**src/rtu_frm_pkg.sv**
```systemverilog
package rtu_frm_pkg;

   localparam logic [15:0] CRC_INIT     = 16'hFFFF;
   localparam logic [15:0] CRC_POLY     = 16'hA001;
   localparam logic [7:0]  FC_READ      = 8'h03;
   localparam logic [7:0]  FC_WRITE     = 8'h06;
   localparam logic [15:0] MAX_READ_QTY = 16'd125;

   localparam logic ACTION_READ  = 1'b0;
   localparam logic ACTION_WRITE = 1'b1;

   // Positions of the bytes within one frame, in transmission order.
   localparam logic [2:0] BYTE_SLAVE   = 3'd0;
   localparam logic [2:0] BYTE_FCODE   = 3'd1;
   localparam logic [2:0] BYTE_ADDR_HI = 3'd2;
   localparam logic [2:0] BYTE_ADDR_LO = 3'd3;
   localparam logic [2:0] BYTE_WORD_HI = 3'd4;
   localparam logic [2:0] BYTE_WORD_LO = 3'd5;
   localparam logic [2:0] BYTE_CRC_LO  = 3'd6;
   localparam logic [2:0] BYTE_CRC_HI  = 3'd7;

   typedef struct packed {
      logic [7:0]  slave_id;
      logic [7:0]  fcode;
      logic [15:0] reg_address;
      logic [15:0] word;
   } frame_head_type;

   // One byte of the reflected CRC-16, least significant bit first.
   function automatic logic [15:0] crc_byte_update(input logic [15:0] crc,
                                                   input logic [7:0] data);
      logic [15:0] acc;
      int i;
      acc = crc ^ {8'h00, data};
      for (i = 0; i < 8; i++) begin
         if (acc[0]) begin
            acc = (acc >> 1) ^ CRC_POLY;
         end else begin
            acc = acc >> 1;
         end
      end
      return acc;
   endfunction

endpackage

```
**src/rtu_frm_if.sv**
```systemverilog
interface rtu_frm_req_if;
   logic        valid;
   logic        ready;
   logic        action;
   logic [7:0]  slave_id;
   logic [15:0] reg_address;
   logic [15:0] operand_word;

   modport source (output valid, action, slave_id, reg_address, operand_word,
                   input ready);
   modport sink   (input valid, action, slave_id, reg_address, operand_word,
                   output ready);
endinterface

interface rtu_frm_rsp_if;
   logic       valid;
   logic       ready;
   logic [7:0] frame_byte;
   logic       last_byte;

   modport source (output valid, frame_byte, last_byte, input ready);
   modport sink   (input valid, frame_byte, last_byte, output ready);
endinterface

```
**src/rtu_frm_stage.sv**
```systemverilog
module rtu_frm_stage (
   input  logic                        clock,
   input  logic                        reset,
   rtu_frm_req_if.sink                 req_chan,
   output logic                        head_valid,
   output rtu_frm_pkg::frame_head_type head,
   input  logic                        head_take
);
   import rtu_frm_pkg::*;

   logic           valid_ff, valid_in;
   frame_head_type head_ff, head_in;
   logic           accept;

   assign req_chan.ready = !valid_ff || head_take;
   assign accept         = req_chan.valid && req_chan.ready;

   always_comb begin
      valid_in = valid_ff;
      head_in  = head_ff;
      if (head_take) begin
         valid_in = 1'b0;
      end
      if (accept) begin
         valid_in            = 1'b1;
         head_in.slave_id    = req_chan.slave_id;
         head_in.reg_address = req_chan.reg_address;
         if (req_chan.action == ACTION_WRITE) begin
            head_in.fcode = FC_WRITE;
            head_in.word  = req_chan.operand_word;
         end else begin
            // A read asks for at most 125 registers.
            head_in.fcode = FC_READ;
            head_in.word  = (req_chan.operand_word > MAX_READ_QTY) ?
                            MAX_READ_QTY : req_chan.operand_word;
         end
      end
   end

   always_ff @(posedge clock) begin
      if (reset) begin
         valid_ff <= 1'b0;
      end else begin
         valid_ff <= valid_in;
      end
      head_ff <= head_in;
   end

   assign head_valid = valid_ff;
   assign head       = head_ff;

endmodule

```
**src/rtu_frm_serializer.sv**
```systemverilog
module rtu_frm_serializer (
   input  logic                        clock,
   input  logic                        reset,
   input  logic                        head_valid,
   input  rtu_frm_pkg::frame_head_type head,
   output logic                        head_take,
   rtu_frm_rsp_if.source               rsp_chan
);
   import rtu_frm_pkg::*;

   logic           active_ff, active_in;
   logic [2:0]     idx_ff, idx_in;
   frame_head_type frame_ff, frame_in;
   logic [15:0]    crc_ff, crc_in;
   logic           out_valid_ff, out_valid_in;
   logic [7:0]     out_byte_ff, out_byte_in;
   logic           out_last_ff, out_last_in;

   logic           advance;
   logic           emit;
   logic           finishing;
   logic [7:0]     cur_byte;

   assign advance   = !out_valid_ff || rsp_chan.ready;
   assign emit      = active_ff && advance;
   assign finishing = emit && (idx_ff == BYTE_CRC_HI);
   // The next frame is loaded in the same cycle the last byte is loaded into the output register.
   assign head_take = head_valid && (!active_ff || finishing);

   always_comb begin
      case (idx_ff)
         BYTE_SLAVE:   cur_byte = frame_ff.slave_id;
         BYTE_FCODE:   cur_byte = frame_ff.fcode;
         BYTE_ADDR_HI: cur_byte = frame_ff.reg_address[15:8];
         BYTE_ADDR_LO: cur_byte = frame_ff.reg_address[7:0];
         BYTE_WORD_HI: cur_byte = frame_ff.word[15:8];
         BYTE_WORD_LO: cur_byte = frame_ff.word[7:0];
         BYTE_CRC_LO:  cur_byte = crc_ff[7:0];
         BYTE_CRC_HI:  cur_byte = crc_ff[15:8];
         default:      cur_byte = 8'h00;
      endcase
   end

   always_comb begin
      active_in    = active_ff;
      idx_in       = idx_ff;
      frame_in     = frame_ff;
      crc_in       = crc_ff;
      out_valid_in = out_valid_ff;
      out_byte_in  = out_byte_ff;
      out_last_in  = out_last_ff;

      if (advance) begin
         out_valid_in = emit;
         out_byte_in  = cur_byte;
         out_last_in  = (idx_ff == BYTE_CRC_HI);
      end

      if (emit) begin
         idx_in = idx_ff + 3'd1;
         // The checksum covers the six header bytes only.
         if (idx_ff < BYTE_CRC_LO) begin
            crc_in = crc_byte_update(crc_ff, cur_byte);
         end
         if (finishing) begin
            active_in = 1'b0;
         end
      end

      if (head_take) begin
         active_in = 1'b1;
         idx_in    = BYTE_SLAVE;
         frame_in  = head;
         crc_in    = CRC_INIT;
      end
   end

   always_ff @(posedge clock) begin
      if (reset) begin
         active_ff    <= 1'b0;
         idx_ff       <= BYTE_SLAVE;
         out_valid_ff <= 1'b0;
      end else begin
         active_ff    <= active_in;
         idx_ff       <= idx_in;
         out_valid_ff <= out_valid_in;
      end
      frame_ff    <= frame_in;
      crc_ff      <= crc_in;
      out_byte_ff <= out_byte_in;
      out_last_ff <= out_last_in;
   end

   assign rsp_chan.valid      = out_valid_ff;
   assign rsp_chan.frame_byte = out_byte_ff;
   assign rsp_chan.last_byte  = out_last_ff;

endmodule

```
**src/rtu_request_framer_crc16_top.sv**
```systemverilog
// A request is registered in the stage, then loaded into the serializer's frame register,
// and each frame byte passes through the output register before it is valid. Frame bytes
// go out one per cycle unless the output stalls; the serializer updates the CRC a byte at a time.
// A second request is held in the input register while the current frame goes out.
// Reset is synchronous and active high; it clears all valid and sequencing state.
module rtu_request_framer_crc16_top (
   input  logic          clock,
   input  logic          reset,
   rtu_frm_req_if.sink   req_chan,
   rtu_frm_rsp_if.source rsp_chan
);
   import rtu_frm_pkg::*;

   logic           head_valid;
   frame_head_type head;
   logic           head_take;

   rtu_frm_stage u_stage (
      .clock      (clock),
      .reset      (reset),
      .req_chan   (req_chan),
      .head_valid (head_valid),
      .head       (head),
      .head_take  (head_take)
   );

   rtu_frm_serializer u_serializer (
      .clock      (clock),
      .reset      (reset),
      .head_valid (head_valid),
      .head       (head),
      .head_take  (head_take),
      .rsp_chan   (rsp_chan)
   );

endmodule

```
**src/flat_wrapper.sv**
```systemverilog
// flat-port wrapper written by rule: the top's interface ports become plain ports
module rtu_request_framer_crc16_top_flat import rtu_frm_pkg::*;
  (clock, reset, req_chan_valid, req_chan_action, req_chan_slave_id, req_chan_reg_address, req_chan_operand_word, req_chan_ready, rsp_chan_valid, rsp_chan_frame_byte, rsp_chan_last_byte, rsp_chan_ready);
  rtu_frm_req_if req_chan_i ();
  rtu_frm_rsp_if rsp_chan_i ();
  input  logic clock;
  input  logic reset;
  input wire logic [$bits(req_chan_i.valid)-1:0] req_chan_valid;
  input wire logic [$bits(req_chan_i.action)-1:0] req_chan_action;
  input wire logic [$bits(req_chan_i.slave_id)-1:0] req_chan_slave_id;
  input wire logic [$bits(req_chan_i.reg_address)-1:0] req_chan_reg_address;
  input wire logic [$bits(req_chan_i.operand_word)-1:0] req_chan_operand_word;
  output wire logic [$bits(req_chan_i.ready)-1:0] req_chan_ready;
  output wire logic [$bits(rsp_chan_i.valid)-1:0] rsp_chan_valid;
  output wire logic [$bits(rsp_chan_i.frame_byte)-1:0] rsp_chan_frame_byte;
  output wire logic [$bits(rsp_chan_i.last_byte)-1:0] rsp_chan_last_byte;
  input wire logic [$bits(rsp_chan_i.ready)-1:0] rsp_chan_ready;
  assign req_chan_i.valid = req_chan_valid;
  assign req_chan_i.action = req_chan_action;
  assign req_chan_i.slave_id = req_chan_slave_id;
  assign req_chan_i.reg_address = req_chan_reg_address;
  assign req_chan_i.operand_word = req_chan_operand_word;
  assign req_chan_ready = req_chan_i.ready;
  assign rsp_chan_valid = rsp_chan_i.valid;
  assign rsp_chan_frame_byte = rsp_chan_i.frame_byte;
  assign rsp_chan_last_byte = rsp_chan_i.last_byte;
  assign rsp_chan_i.ready = rsp_chan_ready;
  rtu_request_framer_crc16_top u_core (.clock(clock), .reset(reset), .req_chan(req_chan_i), .rsp_chan(rsp_chan_i));
endmodule
```
**config.mk**
```make
export PLATFORM = sky130hd
export DESIGN_NAME = rtu_request_framer_crc16_top_flat
export DESIGN_NICKNAME = d
export VERILOG_FILES = /design/src/rtu_frm_pkg.sv /design/src/rtu_frm_if.sv /design/src/rtu_frm_stage.sv /design/src/rtu_frm_serializer.sv /design/src/rtu_request_framer_crc16_top.sv /design/src/flat_wrapper.sv
export SDC_FILE = /design/constraint.sdc
export NUM_CORES = 1
export LEC_CHECK = 0
export BUFFER_PORTS_ARGS = -buffer_cell sky130_fd_sc_hd__buf_2
export CAP_MARGIN = 25
export CELL_PAD_IN_SITES_DETAIL_PLACEMENT = 2
export CELL_PAD_IN_SITES_GLOBAL_PLACEMENT = 2
export CORE_MARGIN = 5
export CORE_UTILIZATION = 40
export CTS_CLUSTER_DIAMETER = 50
export DETAILED_ROUTE_END_ITERATION = 10
export GPL_ROUTABILITY_DRIVEN = 0
export PLACE_DENSITY_LB_ADDON = 0.1
export SYNTH_ARGS = -nofsm -noshare
export SYNTH_HDL_FRONTEND = slang
export SYNTH_SLANG_ARGS = --single-unit
```
**constraint.sdc**
```tcl
create_clock -name clock -period 3.8 [get_ports clock]
set_input_delay 0.19 -clock clock [delete_from_list [all_inputs] [get_ports clock]]
set_output_delay 0.19 -clock clock [all_outputs]
set_load 0.05 [all_outputs]
```
; Yosys cells after proc, flatten, opt, wreduce, memory -nomap -nowiden
; Cells that the tools add are included.
[op_classes]
addsub = 1
magnitude_cmp = 2
eq_ne = 7
muxes = 31
bitwise_logic = 9
n_reduce_logical = 17
[ops]
columns = operator, count
row1 = $mux W16, 24
row2 = $pmux W8 S8, 1
row3 = $not A2 Y3, 8
row4 = $gt A16 B7 Y1 const B, 1
row5 = $xor A16 B8 Y16, 1
row6 = $eq A3 B3 Y1 const B, 4
row7 = $eq A3 B2 Y1 const B, 2
row8 = $reduce_bool A2 Y1, 3
row9 = $mux W1, 5
row10 = $logic_and A1 B1 Y1, 4
row11 = $reduce_and A2 Y1, 2
row12 = $add A3 B1 Y3 const B, 1
row13 = $eq A3 B1 Y1 const B, 1
row14 = $logic_not A1 Y1, 3
row15 = $logic_not A3 Y1, 1
row16 = $logic_or A1 B1 Y1, 3
row17 = $lt A3 B3 Y1 const B, 1
row18 = $mux W3, 1
row19 = $reduce_or A2 Y1, 1
[totals]
regBits = 127
input_bits = 45
out_inout_bits = 11
word_cells = 82

; Depth between registers and ports, before layout
[depth]
word_depth = 33
mapped_depth = 12
mapped_depth_nobuf = 10

; Modules after synthesis
; A second synthesis with hierarchy kept.
[unflattened]
cells_unflattened = 317
area_unflattened_um2 = 4810.9
[modules_own_cells]
columns = mod, n_inst, cells_each, area_each_um2, seq_area_each_um2
row1 = rtu_frm_serializer, 1, 238, 3285.7, 2132.0
row2 = rtu_frm_stage, 1, 79, 1525.2, 1281.2

; Worst setup path after synthesis
; No wires, ideal clock.
[synth_timing]
path_type = register to register
start = register u_core.u_serializer.idx_ff[2]
end = register u_core.u_serializer.crc_ff[0]
setup_time_ns = 0.074
arrival_time_ns = 3.040
required_time_ns = 3.726
setup_slack_ns = 0.686
stages_incl_launch_ff = 12
path_buffers = 2
synth_period_minus_slack_ns = 3.114
path_cell_list = dfxtp_1 -> buf_4 -> clkinv_1 -> ha_1 -> clkbuf_1 -> a221o_1 -> o32a_1 -> xnor2_2 -> xor2_1 -> xnor3_2 -> xnor3_1 -> o21ai_0
[synth_between]
elab_chain_len = 26
elab_cells_between_ends = 44
cone_classes = 1 x order compare / 7 x eq/ne / 23 x mux / 8 x bitwise / 5 x reduce/logical
[synth_lines]
columns = item, line
row1 = from (decl), rtu_frm_serializer.sv:12  ; logic [2:0] idx_ff, idx_in;
row2 = from (signal assigned), rtu_frm_serializer.sv:85  ; idx_ff <= idx_in;
row3 = "$eq A3 B3 Y1, or another cell as far along", rtu_frm_serializer.sv:31  ; case (idx_ff)
row4 = $pmux W8 S8 *, rtu_frm_serializer.sv:31
row5 = net u_core.u_serializer.cur_byte[2], rtu_frm_serializer.sv:22  ; logic [7:0] cur_byte;
row6 = $xor A16 B8 Y16 *, rtu_frm_pkg.sv:34  ; acc = crc ^ {8'h00, data};
row7 = $mux W16 *, rtu_frm_pkg.sv:36  ; if (acc[0]) begin
row8 = $mux W16 *, rtu_frm_serializer.sv:62  ; if (idx_ff < BYTE_CRC_LO) begin
row9 = $mux W16 *, rtu_frm_serializer.sv:59  ; if (emit) begin
row10 = $not A2 Y3 (no line), --
row11 = (+11 left out), --
row12 = $mux W16 *, rtu_frm_serializer.sv:59
row13 = $mux W16 *, rtu_frm_pkg.sv:36
row14 = $mux W16 *, rtu_frm_serializer.sv:62
row15 = $mux W16 *, rtu_frm_serializer.sv:59
row16 = $mux W16 *, rtu_frm_pkg.sv:36
row17 = $mux W16 *, rtu_frm_serializer.sv:62
row18 = $mux W16 *, rtu_frm_serializer.sv:59
row19 = $mux W16 *, rtu_frm_pkg.sv:36
row20 = to (signal assigned), rtu_frm_serializer.sv:89  ; crc_ff <= crc_in;
row21 = to (decl), rtu_frm_serializer.sv:14  ; logic [15:0] crc_ff, crc_in;
; The timed path passes the listed nets; every way through them passes the cells marked *. The select of a mux whose other input is x is not followed.
; A chain may end at the register's enable or synchronous reset.

; Worst setup path in the final report
[layout_timing]
start = register u_core.u_serializer.idx_ff[1]
end = register u_core.u_serializer.crc_ff[0]
[layout_between]
elab_chain_len = 26
elab_cells_between_ends = 44
cone_classes = 1 x order compare / 7 x eq/ne / 23 x mux / 8 x bitwise / 5 x reduce/logical
[layout_lines]
columns = item, line
row1 = "$eq A3 B3 Y1, or another cell as far along", "rtu_frm_serializer.sv:26, rtu_frm_serializer.sv:31"
row2 = $pmux W8 S8, rtu_frm_serializer.sv:31
row3 = $xor A16 B8 Y16, rtu_frm_pkg.sv:34
row4 = $mux W16 or $not A2 Y3 (tied branches), --
row5 = $mux W16 (on tied branches), "rtu_frm_serializer.sv:62, rtu_frm_pkg.sv:36"
row6 = $mux W16 (on tied branches), "rtu_frm_serializer.sv:59, rtu_frm_serializer.sv:62"
row7 = "$mux W16, or another cell as far along", rtu_frm_pkg.sv:36
row8 = $mux W16 (on tied branches), "rtu_frm_serializer.sv:62, rtu_frm_pkg.sv:36"
row9 = (+10 left out), --
row10 = "$mux W16, or another cell as far along", rtu_frm_pkg.sv:36
row11 = $mux W16 (on tied branches), "rtu_frm_serializer.sv:62, rtu_frm_pkg.sv:36"
row12 = $mux W16 (on tied branches), "rtu_frm_serializer.sv:59, rtu_frm_serializer.sv:62"
row13 = $not A2 Y3 (no line) or $mux W16 (tied branches), --
row14 = $mux W16, rtu_frm_pkg.sv:36
row15 = $mux W16, rtu_frm_serializer.sv:62
row16 = $mux W16, rtu_frm_serializer.sv:59
row17 = $mux W16, rtu_frm_pkg.sv:36
; Parallel ways exist; a longest one is shown, timed or not. The select of a mux whose other input is x is not followed.

==> metrics.txt <==
status=finished clean; Setup crit end kind=register; setup TNS=0 ns; H-Tree Depth=4; Routed wire per std cell=22.6 µm; Tot GR Track Use=0.201; Syn-to-layout area delta=30.6%; post-synth top area cell=edfxtp_1; Clock power frac=0.440; vias=2,988; syn nets=366; predominant post-synthesis flop cell=edfxtp_1; min cycle time layout=3.56 ns; DIE WIDTH=117 µm; Worst EP required=4.12 ns; Final Instance Area=5930 µm²; final setup fails=0; asr flop ratio synth=0; Setup Buffers After CTS=0; largest net degree at the start of global routing=36; Int Pwr=3.05 mW; ANT cells=0; DP HPWL=8.21 mm; sequential power share=0.391; Remaining DRCs=0; Final Hold Violating Endpoints=0; Slew Viols, Final=0; total CTS buffers=17; worst rel slew slack=0.467; logic gate share of total power=0.168; Root Driver=clkbuf_16; setup ws final=0.242 ns; Layout Skew=0.00707 ns; RSZ-0062 raised after global routing=no; Die H=117 µm; CP Data Arrival Time=3.88 ns; io pins=56; Mapped Cells=315; LEAKAGE=2.28 nW; top-count cell post-synth=edfxtp_1; fmax=281 MHz; DR vias/cell=5.29; Final ANT Viol Nets=0; Max Cap Violations=0; synth unique cells=50; vias in the first global route=3,429; Worst VDD drop=0.000475 V; total net switching power=1.05 mW; final worst-path cycle share=0.936; Place WS=0.186 ns; drt total wl=12.8 mm; Initial Util=0.403; worst-path maximum fanout=16; Hold/Removal Path Class=in2reg; Core Area=11,300 µm²; drt first-iter violations=160; Setup CP Type=reg2reg; post-synthesis cell area=4540 µm²; Area after DPL=5000 µm²; post-synth top area share=0.615; Seq cells post-synth=115; Overflow after GRT=0; Die Area=13,600 µm²; yosys warns=0; register area share after synthesis=0.712; layout cells sized above 1=0.254; clock-pin slew on the worst setup and hold paths=0.05 ns; measured slew at the worst slew-check pin=0.800 ns; antenna violations before repair=0; TritonCTS Sinks=115; Port-buffer cells=55; worst-skew pair later-pin latency=0.42 ns; Clock Path Buffers=2; most instantiated cells after synthesis=93 x edfxtp_1, 31 x nand2_1, 22 x dfxtp_1; Hold WS=0.0358 ns; # rows=39; Net Sw Frac=0.257; drt pass-1 iters=4; CTS tree=built; mean post-synth cell area=14.4 µm²; first-pass GRT wire length=19.7 mm; largest cells by area after synthesis=edfxtp_1 62%, dfxtp_1 9.7%, nand2_1 2.6%; final net count=460; pwr dens=692 nW/µm²; Critical Path Source Type=register; Post-synth EDFFs=93
==> kinds of logic (layout without fill, tap and decap cells) <==
family / after synthesis / count (layout) / share of synthesized area
fa+ha+maj: 6 / 6 / 0.0165
simple gates: 89 / 89 / 0.0964
buf+inv: 23 / 130 / 0.0226
mux: 4 / 4 / 0.00937
flops: 115 / 115 / 0.712
xor+xnor: 20 / 20 / 0.0466
compound gates: 58 / 58 / 0.0964
==> power by group through the flow <==
| stage | logic, mW | registers, mW | clock network, mW |
|---|---|---|---|
| 2_1_floorplan | 0.451 | 1.63 | 0 |
| 3_3_place_gp | 0.626 | 1.62 | 0 |
| 3_5_place_dp | 0.669 | 1.62 | 0 |
| 4_1_cts | 0.695 | 1.60 | 1.84 |
| 5_1_grt | 0.747 | 1.62 | 1.91 |
| 6_report | 0.692 | 1.61 | 1.81 |
==> registers in the layout (all words and copies together) (netlist names) <==
signal                                   flops
u_core.u_stage.head_valid                    1
u_core.u_serializer.crc_ff                  16
u_core.u_serializer.frame_ff                42
u_core.u_serializer.rsp_chan.frame_byte      8
u_core.u_serializer.idx_ff                   3
u_core.u_stage.head                         42
u_core.u_serializer.rsp_chan.last_byte       1
u_core.u_serializer.active_ff                1
u_core.u_serializer.rsp_chan.valid           1
==> layout make-up <==
| class | instances | area [µm²] |
|---|---|---|
| fillers | 1050 | 5340 |
| flip-flops and latches | 115 | 3230 |
| multi-input cells | 177 | 1220 |
| repair buffers | 89 | 597 |
| clock buffers | 18 | 429 |
| clock inverters | 14 | 234 |
| well taps | 143 | 179 |
| inverters | 9 | 33.8 |
==> per-stage QoR <==
stage | util | instances | power [mW]
2_1_floorplan | - | 315 | 2.09
3_3_place_gp | 0.442 | 507 | 2.24
3_5_place_dp | 0.443 | 508 | 2.29
4_1_cts | 0.524 | 565 | 4.14
5_1_grt | 0.526 | 565 | 4.27
6_report | 0.526 | 565 | 4.10
==> layer usage <==
metal	up-vias	GRT usage	wire length [µm]
met1	1498	0.240	5330
met2	84	0.341	6620
met5	-	0	0
li1	1380	-	-
met4	0	0.0910	332
met3	26	0.0544	483
==> worst paths after layout <==
kind	depth (start not counted)	from	endpoint	slack, ns
max	10	u_core.u_serializer.idx_ff[1]$_SDFFE_PP0P_	u_core.u_serializer.crc_ff[0]$_SDFFE_PP1P_	0.24
min	2	req_chan_operand_word[0]	u_core.u_stage.head[0]$_DFFE_PP_	0.04
max reg2reg	10	u_core.u_serializer.idx_ff[1]$_SDFFE_PP0P_	u_core.u_serializer.crc_ff[0]$_SDFFE_PP1P_	0.24
min reg2reg	0	u_core.u_stage.head[4]$_DFFE_PP_	u_core.u_serializer.frame_ff[4]$_DFFE_PP_	0.42
==> layout by cell type (no fill, tap or decap), drive strengths merged, types with 2 or more instances in the layout <==
| cell | n |
|---|---|
| edfxtp | 93 |
| mux2 | 2 |
| xnor3 | 2 |
| nand2 | 31 |
| a31oi | 4 |
| or3 | 3 |
| xor2 | 6 |
| dfxtp | 22 |
| and2 | 11 |
| a2bb2oi | 2 |
| nor3 | 8 |
| nand2b | 10 |
| nand3 | 8 |
| bufinv | 6 |
| a21oi | 9 |
| nor2 | 12 |
| mux2i | 2 |
| o21ai | 7 |
| a22o | 3 |
| clkinv | 7 |
| o211ai | 11 |
| a22oi | 2 |
| a221o | 2 |
| nand4 | 2 |
| buf | 64 |
| dlygate4sd3 | 25 |
| ha | 6 |
| xnor2 | 12 |
| inv | 9 |
| clkbuf | 18 |
| a222oi | 8 |
==> critical path, cell delays in order, from the launching register on <==
cell,delay [ns]
dfxtp_2,0.46
inv_1,0.13
ha_1,0.41
nor3_1,0.43
nor3_1,0.12
o21ai_0,0.32
o311ai_2,0.26
xor2_1,0.29
xnor3_2,0.52
xnor3_1,0.35
o21ai_0,0.18
==> what timing repair did <==
action | CTS | global route
hold buffers | 25 | 0
resized for setup | 0 | 4
endpoints found under the hold margin | 25 | 0
endpoints found under the setup margin | 0 | 1
Note: power is estimated with default switching activity, not from simulation.
